--- src/hdl/ifrt_pkg.sv ---
// Package for the IPv4 fragment reassembly tracker.
// Shared types and fixed constants; no dependencies.
package ifrt_pkg;

    localparam int unsigned SLOT_COUNT = 4;

    localparam int unsigned ID_W    = 16;
    localparam int unsigned ADDR_W  = 32;
    localparam int unsigned TIME_W  = 32;
    localparam int unsigned WORD_W  = 16;
    localparam int unsigned MAP_W   = 32;
    localparam int unsigned LEN_W   = 14;

    localparam logic [1:0] ST_PENDING = 2'd0;
    localparam logic [1:0] ST_DONE    = 2'd1;
    localparam logic [1:0] ST_ERROR   = 2'd2;
    localparam logic [1:0] ST_DISCARD = 2'd3;

    localparam logic FUNC_FRAG  = 1'b0;
    localparam logic FUNC_SWEEP = 1'b1;

    typedef enum logic [2:0] {
        S_IDLE,
        S_SCAN,
        S_APPLY,
        S_CHECK,
        S_EMIT
    } ctrl_state_t;

    // Commands from controller to datapath.
    typedef struct packed {
        logic load;     // capture the request
        logic scan;     // examine slot at scan pointer
        logic apply;    // open/update chosen slot
        logic check;    // completion check
        logic emit;     // load output register
    } dp_cmd_t;

    // Status from datapath to controller.
    typedef struct packed {
        logic scan_last;  // scan pointer at last slot
        logic early;      // result settled at load, no scan needed
    } dp_stat_t;

    typedef struct packed {
        logic [1:0]        status;
        logic [1:0]        slot_index;
        logic [WORD_W-1:0] datagram_len;
        logic              unfragmented;
        logic [2:0]        reaped_count;
    } result_t;

endpackage

--- src/hdl/ifrt_if.sv ---
// Valid/ready channel interfaces for the tracker.
// Has no dependencies.
interface ifrt_in_if;
    logic                          valid;
    logic                          ready;
    logic                          func;
    logic [31:0]                   now_time;
    logic [15:0]                   frag_id;
    logic [31:0]                   src_addr;
    logic [15:0]                   frag_word;
    logic [15:0]                   ip_total_len;
    logic [15:0]                   packet_len;

    modport source (output valid, func, now_time, frag_id, src_addr, frag_word,
                    ip_total_len, packet_len, input ready);
    modport sink   (input valid, func, now_time, frag_id, src_addr, frag_word,
                    ip_total_len, packet_len, output ready);
endinterface

interface ifrt_out_if;
    logic        valid;
    logic        ready;
    logic [1:0]  status;
    logic [1:0]  slot_index;
    logic [15:0] datagram_len;
    logic        unfragmented;
    logic [2:0]  reaped_count;

    modport source (output valid, status, slot_index, datagram_len, unfragmented,
                    reaped_count, input ready);
    modport sink   (input valid, status, slot_index, datagram_len, unfragmented,
                    reaped_count, output ready);
endinterface

--- src/hdl/ifrt_ctrl.sv ---
// Controller state machine for the tracker.
// Depends on ifrt_pkg.
module ifrt_ctrl
(
    input  logic                    clk,
    input  logic                    rst_n,
    input  logic                    in_valid,
    output logic                    in_ready,
    input  logic                    out_busy,
    input  ifrt_pkg::dp_stat_t      stat,
    output ifrt_pkg::dp_cmd_t       cmd
);
    import ifrt_pkg::*;

    ctrl_state_t state_reg, state_next;

    always_ff @(posedge clk or negedge rst_n)
    begin
        if (!rst_n)
            state_reg <= S_IDLE;
        else
            state_reg <= state_next;
    end

    always_comb
    begin
        state_next = state_reg;
        unique case (state_reg)
            S_IDLE:  if (in_valid) state_next = S_SCAN;
            S_SCAN:  if (stat.early) state_next = S_EMIT;
                     else if (stat.scan_last) state_next = S_APPLY;
            S_APPLY: state_next = S_CHECK;
            S_CHECK: state_next = S_EMIT;
            S_EMIT:  if (!out_busy) state_next = S_IDLE;
            default: state_next = S_IDLE;
        endcase
    end

    always_comb
    begin
        cmd = '0;
        in_ready = 1'b0;
        unique case (state_reg)
            S_IDLE:
            begin
                in_ready = 1'b1;
                cmd.load = in_valid;
            end
            S_SCAN:  cmd.scan = !stat.early;
            S_APPLY: cmd.apply = 1'b1;
            S_CHECK: cmd.check = 1'b1;
            S_EMIT:  cmd.emit = !out_busy;
            default: cmd = '0;
        endcase
    end

endmodule

--- src/hdl/ifrt_dp.sv ---
// Datapath for the tracker: slot table, request registers, scan and result.
// Depends on ifrt_pkg.
module ifrt_dp
#(
    parameter int unsigned MAX_DATAGRAM = 8192,
    parameter int unsigned HEADER_BYTES = 20
)
(
    input  logic                 clk,
    input  logic                 rst_n,
    input  ifrt_pkg::dp_cmd_t    cmd,
    output ifrt_pkg::dp_stat_t   stat,
    input  logic [31:0]          timeout_ms,
    input  logic                 func,
    input  logic [31:0]          now_time,
    input  logic [15:0]          frag_id,
    input  logic [31:0]          src_addr,
    input  logic [15:0]          frag_word,
    input  logic [15:0]          ip_total_len,
    input  logic [15:0]          packet_len,
    output ifrt_pkg::result_t    result
);
    import ifrt_pkg::*;

    localparam int unsigned SW = (SLOT_COUNT > 1) ? $clog2(SLOT_COUNT) : 1;

    logic [SLOT_COUNT-1:0] used_reg, done_reg;
    logic [ID_W-1:0]       ident_reg  [SLOT_COUNT];
    logic [ADDR_W-1:0]     source_reg [SLOT_COUNT];
    logic [TIME_W-1:0]     stamp_reg  [SLOT_COUNT];
    logic [MAP_W-1:0]      map_reg    [SLOT_COUNT];
    logic [LEN_W-1:0]      length_reg [SLOT_COUNT];

    // request fields
    logic              func_reg;
    logic [31:0]       now_reg;
    logic [15:0]       id_reg;
    logic [31:0]       src_reg;
    logic              more_reg;
    logic [15:0]       off_reg;
    logic [16:0]       end_reg;

    logic [SW-1:0]     ptr_reg;
    logic              found_reg, free_reg;
    logic [SW-1:0]     sel_reg, free_idx_reg, old_idx_reg;
    logic [31:0]       old_age_reg;
    logic [2:0]        reaped_reg;
    result_t           res_reg, res_next;
    logic              early_reg;

    // load decode
    logic [15:0] in_off;
    logic        in_more;
    always_comb
    begin
        in_off  = {frag_word[12:0], 3'b000};
        in_more = frag_word[13];
        res_next = '0;
        if (func == FUNC_SWEEP)
            res_next.status = ST_PENDING;
        else if (packet_len < 16'(HEADER_BYTES))
            res_next.status = ST_ERROR;
        else if (in_off == 16'd0 && !in_more)
        begin
            if (ip_total_len < 16'(HEADER_BYTES) || ip_total_len > packet_len)
                res_next.status = ST_ERROR;
            else
            begin
                res_next.status = ST_DONE;
                res_next.unfragmented = 1'b1;
                res_next.datagram_len = ip_total_len - 16'(HEADER_BYTES);
            end
        end
        else if (ip_total_len < 16'(HEADER_BYTES))
            res_next.status = ST_ERROR;
    end

    logic early_next;
    assign early_next = (func == FUNC_FRAG) && (res_next.status == ST_ERROR
        || res_next.unfragmented);

    // scan of one slot
    logic [SW-1:0] p;
    logic [31:0]   age;
    logic          hit;
    logic          last;
    always_comb
    begin
        p    = ptr_reg;
        age  = now_reg - stamp_reg[p];
        hit  = used_reg[p] && !done_reg[p] && ident_reg[p] == id_reg
               && source_reg[p] == src_reg;
        last = (ptr_reg == SW'(SLOT_COUNT - 1));
    end

    assign stat.scan_last = last;
    assign stat.early     = early_reg;

    // slot taken by the fragment: match, else first free, else oldest
    logic [SW-1:0] pick;
    assign pick = found_reg ? sel_reg : (free_reg ? free_idx_reg : old_idx_reg);

    // chunk mask for the fragment
    logic [MAP_W-1:0] frag_mask;
    logic [5:0]       c_lo;
    logic [8:0]       c_hi;
    always_comb
    begin
        c_lo = 6'(off_reg[15:8]);
        c_hi = 9'((end_reg + 17'd255) >> 8);
        for (int i = 0; i < MAP_W; i++)
            frag_mask[i] = (9'(i) >= 9'(c_lo)) && (9'(i) < c_hi);
    end

    // completion mask for selected slot
    logic [LEN_W-1:0] slen;
    logic [MAP_W-1:0] need;
    logic [6:0]       chunks;
    logic             full;
    always_comb
    begin
        slen   = length_reg[sel_reg];
        chunks = 7'((15'(slen) + 15'd255) >> 8);
        for (int i = 0; i < MAP_W; i++)
            need[i] = 7'(i) < chunks;
        full = (slen != '0) && (chunks <= 7'd32) && ((map_reg[sel_reg] & need) == need);
    end

    always_ff @(posedge clk or negedge rst_n)
    begin
        if (!rst_n)
        begin
            used_reg <= '0;
            done_reg <= '0;
            for (int i = 0; i < SLOT_COUNT; i++)
            begin
                map_reg[i]    <= '0;
                length_reg[i] <= '0;
            end
            ptr_reg   <= '0;
            early_reg <= 1'b0;
        end
        else
        begin
            if (cmd.load)
            begin
                ptr_reg   <= '0;
                early_reg <= early_next;
            end
            if (cmd.scan)
            begin
                ptr_reg <= last ? '0 : ptr_reg + 1'b1;
                if (func_reg == FUNC_SWEEP && used_reg[p]
                    && (done_reg[p] || age > timeout_ms))
                begin
                    used_reg[p]   <= 1'b0;
                    done_reg[p]   <= 1'b0;
                    map_reg[p]    <= '0;
                    length_reg[p] <= '0;
                end
            end
            if (cmd.apply && func_reg == FUNC_FRAG && (found_reg || off_reg == 16'd0))
            begin
                if (end_reg > 17'(MAX_DATAGRAM))
                begin
                    used_reg[pick]   <= 1'b0;
                    done_reg[pick]   <= 1'b0;
                    map_reg[pick]    <= '0;
                    length_reg[pick] <= '0;
                end
                else
                begin
                    used_reg[pick] <= 1'b1;
                    if (!found_reg)
                        done_reg[pick] <= 1'b0;
                    map_reg[pick] <= (found_reg ? map_reg[pick] : '0) | frag_mask;
                    if (!more_reg)
                        length_reg[pick] <= end_reg[LEN_W-1:0];
                    else if (!found_reg)
                        length_reg[pick] <= '0;
                end
            end
            if (cmd.check && func_reg == FUNC_FRAG && res_reg.status == ST_PENDING
                && full)
                done_reg[sel_reg] <= 1'b1;
        end
    end

    // payload registers
    always_ff @(posedge clk)
    begin
        if (cmd.load)
        begin
            func_reg   <= func;
            now_reg    <= now_time;
            id_reg     <= frag_id;
            src_reg    <= src_addr;
            more_reg   <= in_more;
            off_reg    <= in_off;
            end_reg    <= 17'(in_off) + 17'(ip_total_len - 16'(HEADER_BYTES));
            found_reg  <= 1'b0;
            free_reg   <= 1'b0;
            old_age_reg <= '0;
            old_idx_reg <= '0;
            free_idx_reg <= '0;
            reaped_reg <= '0;
            res_reg    <= res_next;
        end
        if (cmd.scan)
        begin
            if (func_reg == FUNC_SWEEP)
            begin
                if (used_reg[p] && (done_reg[p] || age > timeout_ms))
                    reaped_reg <= reaped_reg + 3'd1;
            end
            else
            begin
                if (hit && !found_reg)
                begin
                    found_reg <= 1'b1;
                    sel_reg   <= p;
                end
                if (!used_reg[p] && !free_reg)
                begin
                    free_reg     <= 1'b1;
                    free_idx_reg <= p;
                end
                if (p == '0 || age > old_age_reg)
                begin
                    old_age_reg <= age;
                    old_idx_reg <= p;
                end
            end
        end
        if (cmd.apply)
        begin
            if (func_reg == FUNC_SWEEP)
                res_reg.reaped_count <= reaped_reg;
            else if (!found_reg && off_reg != 16'd0)
                res_reg.status <= ST_DISCARD;
            else
            begin
                if (!found_reg)
                begin
                    sel_reg          <= pick;
                    stamp_reg[pick]  <= now_reg;
                    ident_reg[pick]  <= id_reg;
                    source_reg[pick] <= src_reg;
                end
                res_reg.slot_index <= 2'(pick);
                if (end_reg > 17'(MAX_DATAGRAM))
                    res_reg.status <= ST_ERROR;
            end
        end
        if (cmd.check && func_reg == FUNC_FRAG && res_reg.status == ST_PENDING && full)
        begin
            res_reg.status       <= ST_DONE;
            res_reg.datagram_len <= 16'(slen);
        end
    end

    assign result = res_reg;

endmodule

--- src/hdl/ifrt_out.sv ---
// Output register stage holding one result until taken.
// Depends on ifrt_pkg.
module ifrt_out
(
    input  logic               clk,
    input  logic               rst_n,
    input  logic               load,
    input  ifrt_pkg::result_t  res,
    output logic               busy,
    output logic               valid,
    input  logic               ready,
    output ifrt_pkg::result_t  data
);
    import ifrt_pkg::*;

    logic    valid_reg;
    result_t data_reg;

    always_ff @(posedge clk or negedge rst_n)
    begin
        if (!rst_n)
            valid_reg <= 1'b0;
        else if (load)
            valid_reg <= 1'b1;
        else if (ready)
            valid_reg <= 1'b0;
    end

    always_ff @(posedge clk)
    begin
        if (load)
            data_reg <= res;
    end

    assign busy  = valid_reg && !ready;
    assign valid = valid_reg;
    assign data  = data_reg;

endmodule

--- src/hdl/ip_fragment_reassembly_tracker_top.sv ---
// Top level of the IPv4 fragment reassembly tracker.
// Depends on ifrt_pkg, ifrt_if, ifrt_ctrl, ifrt_dp, ifrt_out.
//
//  channel  dir  handshake        payload
//  req      in   valid/ready      func now_time frag_id src_addr frag_word ...
//  rsp      out  valid/ready      status slot_index datagram_len unfragmented ...
//  cfg      in   cfg_we           cfg_data = timeout_ms
//
// A request goes through accept, a scan of every slot, then apply, check and
// result; errors and pass-through packets skip the scan, apply and check.
// One request is in work at a time; the output register holds a result while
// the next request is taken. Reset clears all slots, timeout_ms is 30000.
module ip_fragment_reassembly_tracker_top
#(
    parameter int unsigned MAX_DATAGRAM = 8192,
    parameter int unsigned HEADER_BYTES = 20
)
(
    input  logic         clk,
    input  logic         rst_n,
    input  logic         cfg_we,
    input  logic [31:0]  cfg_data,
    ifrt_in_if.sink      req,
    ifrt_out_if.source   rsp
);
    import ifrt_pkg::*;

    logic [31:0] timeout_reg;
    dp_cmd_t     cmd;
    dp_stat_t    stat;
    result_t     res, out_data;
    logic        out_busy;

    always_ff @(posedge clk or negedge rst_n)
    begin
        if (!rst_n)
            timeout_reg <= 32'd30000;
        else if (cfg_we)
            timeout_reg <= cfg_data;
    end

    ifrt_ctrl u_ctrl
    (
        .clk      (clk),
        .rst_n    (rst_n),
        .in_valid (req.valid),
        .in_ready (req.ready),
        .out_busy (out_busy),
        .stat     (stat),
        .cmd      (cmd)
    );

    ifrt_dp #(
        .MAX_DATAGRAM (MAX_DATAGRAM),
        .HEADER_BYTES (HEADER_BYTES)
    ) u_dp (
        .clk          (clk),
        .rst_n        (rst_n),
        .cmd          (cmd),
        .stat         (stat),
        .timeout_ms   (timeout_reg),
        .func         (req.func),
        .now_time     (req.now_time),
        .frag_id      (req.frag_id),
        .src_addr     (req.src_addr),
        .frag_word    (req.frag_word),
        .ip_total_len (req.ip_total_len),
        .packet_len   (req.packet_len),
        .result       (res)
    );

    ifrt_out u_out
    (
        .clk   (clk),
        .rst_n (rst_n),
        .load  (cmd.emit),
        .res   (res),
        .busy  (out_busy),
        .valid (rsp.valid),
        .ready (rsp.ready),
        .data  (out_data)
    );

    assign rsp.status       = out_data.status;
    assign rsp.slot_index   = out_data.slot_index;
    assign rsp.datagram_len = out_data.datagram_len;
    assign rsp.unfragmented = out_data.unfragmented;
    assign rsp.reaped_count = out_data.reaped_count;

`ifndef SYNTHESIS
    a_one_cmd: assert property (@(posedge clk) disable iff (!rst_n)
        $countones({cmd.load, cmd.scan, cmd.apply, cmd.check, cmd.emit}) <= 1)
        else $error("more than one datapath command");
    a_load_ready: assert property (@(posedge clk) disable iff (!rst_n)
        cmd.load |-> req.ready)
        else $error("request loaded while not ready");
    a_emit_valid: assert property (@(posedge clk) disable iff (!rst_n)
        cmd.emit |=> rsp.valid)
        else $error("result not presented after emit");
`endif

endmodule

--- src/flat_wrapper.sv ---
// flat-port wrapper written by rule: the top's interface ports become plain ports
module ip_fragment_reassembly_tracker_top_flat import ifrt_pkg::*;
#(
    parameter int unsigned MAX_DATAGRAM = 8192,
    parameter int unsigned HEADER_BYTES = 20
)
  (clk, rst_n, cfg_we, cfg_data, req_valid, req_func, req_now_time, req_frag_id, req_src_addr, req_frag_word, req_ip_total_len, req_packet_len, req_ready, rsp_valid, rsp_status, rsp_slot_index, rsp_datagram_len, rsp_unfragmented, rsp_reaped_count, rsp_ready);
  ifrt_in_if req_i ();
  ifrt_out_if rsp_i ();
  input  logic clk;
  input  logic rst_n;
  input  logic cfg_we;
  input  logic [31:0] cfg_data;
  input wire logic [$bits(req_i.valid)-1:0] req_valid;
  input wire logic [$bits(req_i.func)-1:0] req_func;
  input wire logic [$bits(req_i.now_time)-1:0] req_now_time;
  input wire logic [$bits(req_i.frag_id)-1:0] req_frag_id;
  input wire logic [$bits(req_i.src_addr)-1:0] req_src_addr;
  input wire logic [$bits(req_i.frag_word)-1:0] req_frag_word;
  input wire logic [$bits(req_i.ip_total_len)-1:0] req_ip_total_len;
  input wire logic [$bits(req_i.packet_len)-1:0] req_packet_len;
  output wire logic [$bits(req_i.ready)-1:0] req_ready;
  output wire logic [$bits(rsp_i.valid)-1:0] rsp_valid;
  output wire logic [$bits(rsp_i.status)-1:0] rsp_status;
  output wire logic [$bits(rsp_i.slot_index)-1:0] rsp_slot_index;
  output wire logic [$bits(rsp_i.datagram_len)-1:0] rsp_datagram_len;
  output wire logic [$bits(rsp_i.unfragmented)-1:0] rsp_unfragmented;
  output wire logic [$bits(rsp_i.reaped_count)-1:0] rsp_reaped_count;
  input wire logic [$bits(rsp_i.ready)-1:0] rsp_ready;
  assign req_i.valid = req_valid;
  assign req_i.func = req_func;
  assign req_i.now_time = req_now_time;
  assign req_i.frag_id = req_frag_id;
  assign req_i.src_addr = req_src_addr;
  assign req_i.frag_word = req_frag_word;
  assign req_i.ip_total_len = req_ip_total_len;
  assign req_i.packet_len = req_packet_len;
  assign req_ready = req_i.ready;
  assign rsp_valid = rsp_i.valid;
  assign rsp_status = rsp_i.status;
  assign rsp_slot_index = rsp_i.slot_index;
  assign rsp_datagram_len = rsp_i.datagram_len;
  assign rsp_unfragmented = rsp_i.unfragmented;
  assign rsp_reaped_count = rsp_i.reaped_count;
  assign rsp_i.ready = rsp_ready;
  ip_fragment_reassembly_tracker_top #(.MAX_DATAGRAM(MAX_DATAGRAM), .HEADER_BYTES(HEADER_BYTES)) u_core (.clk(clk), .rst_n(rst_n), .cfg_we(cfg_we), .cfg_data(cfg_data), .req(req_i), .rsp(rsp_i));
endmodule
--- config.mk ---
export PLATFORM = sky130hd
export DESIGN_NAME = ip_fragment_reassembly_tracker_top_flat
export DESIGN_NICKNAME = d
export VERILOG_FILES = /design/src/hdl/ifrt_pkg.sv /design/src/hdl/ifrt_if.sv /design/src/hdl/ifrt_ctrl.sv /design/src/hdl/ifrt_dp.sv /design/src/hdl/ifrt_out.sv /design/src/hdl/ip_fragment_reassembly_tracker_top.sv /design/src/flat_wrapper.sv
export SDC_FILE = /design/constraint.sdc
export NUM_CORES = 1
export LEC_CHECK = 0
export BUFFER_PORTS_ARGS = -buffer_cell sky130_fd_sc_hd__buf_2
export CAP_MARGIN = 10
export CORE_MARGIN = 2
export CORE_UTILIZATION = 45
export CTS_CLUSTER_DIAMETER = 60
export DETAILED_ROUTE_END_ITERATION = 7
export MAX_ROUTING_LAYER = met4
export PLACE_DENSITY = 0.75
export SYNTH_ARGS = -nofsm -noshare
export SYNTH_HDL_FRONTEND = slang
export SYNTH_SLANG_ARGS = --single-unit
--- constraint.sdc ---
create_clock -name clk -period 7.95 [get_ports clk]
set_clock_uncertainty 0.05 [all_clocks]
set_input_delay 0.795 -clock clk [delete_from_list [all_inputs] [get_ports clk]]
set_output_delay 0.795 -clock clk [all_outputs]
set_load 0.02 [all_outputs]
After elaboration in Yosys (flattened, before gate mapping)
Memories as Yosys holds them, arrays and structs flattened.
Cells that the tools add are included.

cells by class
  add/subtract/negate cells = 8
  order comparisons = 114
  eq/ne operators = 12
  multiplexer cells = 122
  bitwise gates (word level) = 23
  reductions and logical operators = 80

operators with widths
  operator                                                          number
  2-to-1 mux 128 bit                                                4
  2-to-1 mux 32 bit                                                 11
  2-to-1 mux 56 bit                                                 6
  AND 128 bit                                                       2
  NOT 128 bit                                                       2
  less-than comparator 5 x 9 -> 1 bit, first input constant         16
  binary-select mux 32 bit (select 2 bit)                           2
  bitwise mux 128 bit                                               1
  demux 32 bit (select 2 bit)                                       2
  AND 56 bit                                                        2
  less-than comparator 5 x 7 -> 1 bit, first input constant         16
  NOT 56 bit                                                        2
  greater-or-equal comparator 5 x 6 -> 1 bit, first input constant  16
  less-than comparator 4 x 9 -> 1 bit, first input constant         8
  2-to-1 mux 14 bit                                                 5
  2-to-1 mux 17 bit                                                 4
  equality test 32 bit                                              2
  > comparator 32 bit                                               2
  bitwise mux 56 bit                                                1
  demux 14 bit (select 2 bit)                                       2
  logical AND 1 bit                                                 56
  less-than comparator 4 x 7 -> 1 bit, first input constant         8
  2-to-1 mux 2 bit                                                  28
  greater-or-equal comparator 4 x 6 -> 1 bit, first input constant  8
  other kinds (57)                                                  153

word-level totals
  register bits after elaboration = 434
  bits in writable memories = 320
  input port bits = 166
  output and inout bits = 26
  logic and storage cells = 402
  memories = 3

memory list
  memory                  words  bits a word  read ports  clocked after memory_dff  write ports  RTL line       RTL
  u_core.u_dp.source_reg  4      32           1           0                         1            ifrt_dp.sv:29  logic [ADDR_W-1:0] source_reg [SLOT_COUNT];
  u_core.u_dp.stamp_reg   4      32           1           0                         1            ifrt_dp.sv:30  logic [TIME_W-1:0] stamp_reg [SLOT_COUNT];
  u_core.u_dp.ident_reg   4      16           1           0                         1            ifrt_dp.sv:28  logic [ID_W-1:0] ident_reg [SLOT_COUNT];

Depth between registers and ports, before layout
  depth in word-level cells = 14
  gate-level depth with buffers = 28
  mapped depth without buffers = 22

By module
From an unflattened synthesis, not the netlist that was laid out.

unflattened totals
  cell total of the unflattened synthesis = 2517
  area, all modules = 35780.6 um2

by module, submodules not included
  module                              times used  cells an instance  area an instance (um2)  seq. area each (um2)
  ifrt_dp                             1           2400               33452.1                 19343.6
  ip_fragment_reassembly_tracker_top  1           68                 1353.8                  809.5
  ifrt_out                            1           27                 765.7                   745.7
  ifrt_ctrl                           1           22                 209.0                   75.1

Least setup slack after synthesis
No wires, ideal clock.

  kind = reg2reg
  start = register u_core.u_dp.sel_reg[1]
  end = memory u_core.u_dp.ident_reg[3][0] (enable)
  setup time = 0.616 ns
  arrival = 7.530 ns
  required time = 7.284 ns
  setup slack = -0.246 ns
  stages on the path, launching flop included = 10
  buffers on the path = 7
  period minus slack after synthesis = 8.196 ns
  cell sequence = dfxtp_1 -> buf_2 -> buf_2 -> buf_2 -> buf_2 -> buf_2 -> mux2i_1 -> clkbuf_1 -> clkbuf_1 -> nor3_1

on the way
  cells in the longest elaborated chain, start to end = 1

RTL lines
  item                      RTL line        RTL
  start: declaration        ifrt_dp.sv:45   logic [SW-1:0] sel_reg, free_idx_reg, old_idx_reg;
  start signal: assignment  ifrt_dp.sv:221  sel_reg <= p;
  start signal: assignment  ifrt_dp.sv:245  sel_reg <= pick;
  2-to-1 mux 2 bit          ifrt_dp.sv:101  assign pick = found_reg ? sel_reg : (free_reg ? free_idx_reg : old_idx_reg);
  end: declaration          ifrt_dp.sv:28

Every way passes these cells.

Worst setup path after layout
  start = register u_core.u_dp.ptr_reg[0] (netlist: u_core.u_dp.p[0])
  end = register u_core.u_dp.map_reg[108] (netlist bit)

on the way
  cells in the longest elaborated chain, start to end = 12
  elaborated cells on any way between the ends = 24
  those cells by class = 1 x add/sub; 3 x order compare; 11 x mux; 4 x bitwise; 4 x reduce/logical; 1 x memory

RTL lines
  item                                                         RTL line        RTL
  start: declaration                                           ifrt_dp.sv:43   logic [SW-1:0] ptr_reg;
  start signal: assignment                                     ifrt_dp.sv:152  ptr_reg <= last ? '0 : ptr_reg + 1'b1;
  branches (longest 7 deep; another with memory (4 x 32 bit))  n/a
  2-to-1 mux 128 bit (*)                                       ifrt_dp.sv:153  if (func_reg == FUNC_SWEEP && used_reg[p]
  2-to-1 mux 128 bit (*)                                       ifrt_dp.sv:150  if (cmd.scan)
  bitwise mux 128 bit or AND 128 bit (tied branches)           n/a
  2-to-1 mux 128 bit                                           ifrt_dp.sv:164  if (end_reg > 17'(MAX_DATAGRAM))
  2-to-1 mux 128 bit (*)                                       ifrt_dp.sv:162  if (cmd.apply && func_reg == FUNC_FRAG && (found_reg || off_reg == 16'd0))
  end signal: indexed assignment                               ifrt_dp.sv:176  map_reg[pick] <= (found_reg ? map_reg[pick] : '0) | frag_mask;
  end: declaration                                             ifrt_dp.sv:31   logic [MAP_W-1:0] map_reg [SLOT_COUNT];

Mark *: on every way between the ends. The select of a mux whose other input is x is not followed.
A chain may end at the register's enable or synchronous reset.

==> reports/results.ini <==
[run]
cap_violations = 0

[critical_path]
ff2ff_path_depth = 19
critPathMaxFanout = 27
r2r_start = u_core.u_dp.p[0]
crit_required_ps = 8400
reg2reg_to = u_core.u_dp.map_reg[108]
crit_path_start_kind = flop
worstSetupEndpointType = flop
path_class = flop to flop
r2r_slack_ps = 810
cp.arrival_ps = 7590

[cts]
cts-root-buf = clkbuf_16
clock-sinks = 754
cts_resized = 0
cts_max_level = 3
postCtsHoldBufs = 0
cts_buffer_depth = 3
cts_setup_buffers = 0
cts_tree = yes
cts_buffers = 80
insertion_delay_ps = 660
clk_pin_slew_ps = 60

[floorplanning]
die_y_um = 288
rows = 104
core_region_area_mm2 = 0.0803
die_area_mm2 = 0.0831
pin_count = 192
die_w_um = 288
initial_core_util_pct = 45.3

[finish]
drive_above_1_share_pct = 18.7
seq_area_mm2 = 0.0210
instances_no_fill = 4268
multiInputGateArea_mm2 = 0.0142
num-fill-cells = 6655
num-nets-final = 3450
area_growth_pct = 13.8
postLayoutCellArea_mm2 = 0.0414

[global_route]
track_usage_pct = 22.8
gr-total-overflow = 0
grt_pass1_wl_um = 142000
grt_max_degree = 126
antenna_found_initial = 4
grt_pass1_vias = 24600

[logic_synthesis]
syn_nets = 3271
yosysMostFrequentCell = nand2_1
netlist_instances = 2960
ys_top_cells_by_area = edfxtp_1 39%, dfrtp_1 15%, mux4_2 9.9%
synth_edf_count = 471
synth_largest_area_cell = edfxtp_1
synth_common_cells = 517 x nand2_1, 471 x edfxtp_1, 282 x o21ai_0, 224 x dfrtp_1, 189 x inv_1
ys_warn_count = 0
syn_area_per_cell_um2 = 12.3
synth-seq-area-share_pct = 57.7
synth_top_flop_cell = edfxtp_1
synth_top_area_share_pct = 38.9
async_reset_ff_share_pct = 30.6
synth-seq-cells = 754
netlist_area_mm2 = 0.0364
synthDistinctLibCells = 83

[sta]
setup_viol = 0
slew_headroom_pct = 9.78
final.setup.tns_ps = 0
finalMaxSlewViolations = 0
fin_crit_sh_pct = 89.8
timing.hold.ws_ps = 250
timing.fmax_ghz = 0.140
period_minus_slack_ps = 7140
setup_slack_ps = 814
hold_viol_final = 0
rsz0062_at_grt = false
max_slew.worst_pin.slew_ps = 1340

[route]
dr_wl_met3_um = 7760
wl_per_cell_um = 21.5
avgViaCountPerCell = 5.82
drt_iter0_drc = 2763
wl_met2_um = 42900
dr.pass1.iters = 8
drc = 0
wirelength_um = 91900
ant_nets = 0
wl_met1_um = 38500
top_layer = met4
vias = 24800

[power]
p_leak_nw = 15.8
vdd_drop_max_mv = 0.211
power_density_mw_per_mm2 = 319
switching_share_pct = 33.6
pwr-share-seq_pct = 37.7
switching_power_mw = 4.43
internal-power_mw = 8.77
comb_power_share_pct = 32.6
clock_power_share_pct = 29.7

[place]
io_buffer_count = 189
place_area_mm2 = 0.0386
dp.cells = 4117
dp_hpwl_um = 60000
pre_cts_ws_ps = 862
gp_congestion = 0.952

[hold_path]
hold_path_class = primary input to asynchronous set/reset pin

[outcome]
outcome = completed

-- worst max path at each step --
stage / startpoint / to / slack (ps) / cells past startpoint
finish: u_core.u_dp.p[0] / u_core.u_dp.map_reg[108] / 810 / 19
floorplan: u_core.u_dp.p[0] / u_core.u_dp.old_age_reg[10] / 790 / 27
CTS: u_core.u_dp.p[0] / u_core.u_dp.map_reg[53] / 830 / 19
global placement: u_core.u_dp.p[0] / u_core.u_dp.used_reg[2] / 970 / 19
global route: u_core.u_dp.p[0] / u_core.u_dp.map_reg[105] / 370 / 19
detailed placement: u_core.u_dp.p[0] / u_core.u_dp.map_reg[108] / 860 / 19
-- worst max-delay path: stages, from the launching register on --
cell and delay (ps):
dfrtp_4 730, buf_4 390, mux4_2 550, inv_1 80, ha_1 240, a21boi_0 190, o21ai_0 470, a211oi_1 200
o211ai_1 340, nand2_1 190, a21oi_1 200, xnor2_1 140, ha_1 310, nand4_1 90, or2_2 320, nor4_1 670
o211ai_1 590, a21boi_4 590, buf_4 430, o21ai_0 180
-- cells in the final DEF, fill, tap and decap left out, drive strengths merged, types with 8 or more instances in the layout --
master and instances:
nand2 518, edfxtp 471, o21ai 307, buf 234, dfrtp 224, inv 195, mux4 160, ha 143
nor2 107, clkbuf 95, a21oi 66, xnor2 65, dfxtp 52, a21o 43, nand3 41, nand4 37
nor3 37, xor2 35, mux2 33, nor4 29, clkinv 28, a32o 20, nand2b 17, nor2b 16
o21a 14, a22o 13, o211ai 11, o31ai 11, bufinv 11, a21boi 11, clkinvlp 10, and3 9
mux2i 9, or3 8, and2 8, o21bai 8, or2 8
-- power by group through the flow --
| stage | Combinational (mW) | Clock (mW) | Sequential [mW] |
|---|---|---|---|
| after detailed placement | 4.25 | 0 | 5.05 |
| after global routing | 4.80 | 4.13 | 5.02 |
| final | 4.30 | 3.92 | 4.98 |
| after CTS | 4.30 | 3.97 | 4.97 |
| after global placement | 4.16 | 0 | 5.03 |
| after floorplan | 3.25 | 0 | 4.89 |
-- area by class of cell --
cell class	count	area share, %
repair buffers	234	3.22
inverters	190	1.74
diodes	2	0.0121
flip-flops and latches	754	50.7
well taps	1060	3.20
multi-input cells	1879	34.3
clock inverters	54	1.80
clock buffers	95	5.00
-- metal layers --
layer | vias to the layer above | track usage, %
li1 | 11200 | -
met3 | 213 | 3.66
met2 | 1191 | 35.2
met1 | 12200 | 31.0
met4 | 0 | 7.67
met5 | - | -
-- per-stage QoR --
step,total power [mW],util [%]
after floorplan,8.14,-
after global placement,9.20,48.0
after detailed placement,9.30,48.0
after CTS,13.2,51.5
after global routing,14.0,51.5
final,13.2,51.5
-- kinds of logic (layout without fill, tap and decap cells) --
| logic type | Yosys count | in the layout | share of synthesized area (%) |
|---|---|---|---|
| adders and majority gates | 147 | 147 | 5.09 |
| AOI/OAI and AO/OA | 580 | 580 | 9.87 |
| DFF | 754 | 754 | 57.7 |
| and+or+nand+nor | 850 | 850 | 10.2 |
| buffers and inverters | 327 | 573 | 3.51 |
| muxes | 202 | 202 | 11.2 |
| xor gates and xnor gates | 100 | 100 | 2.41 |
| other | 0 | 2 | 0 |
No activity file was read; power rests on OpenSTA's default activity.
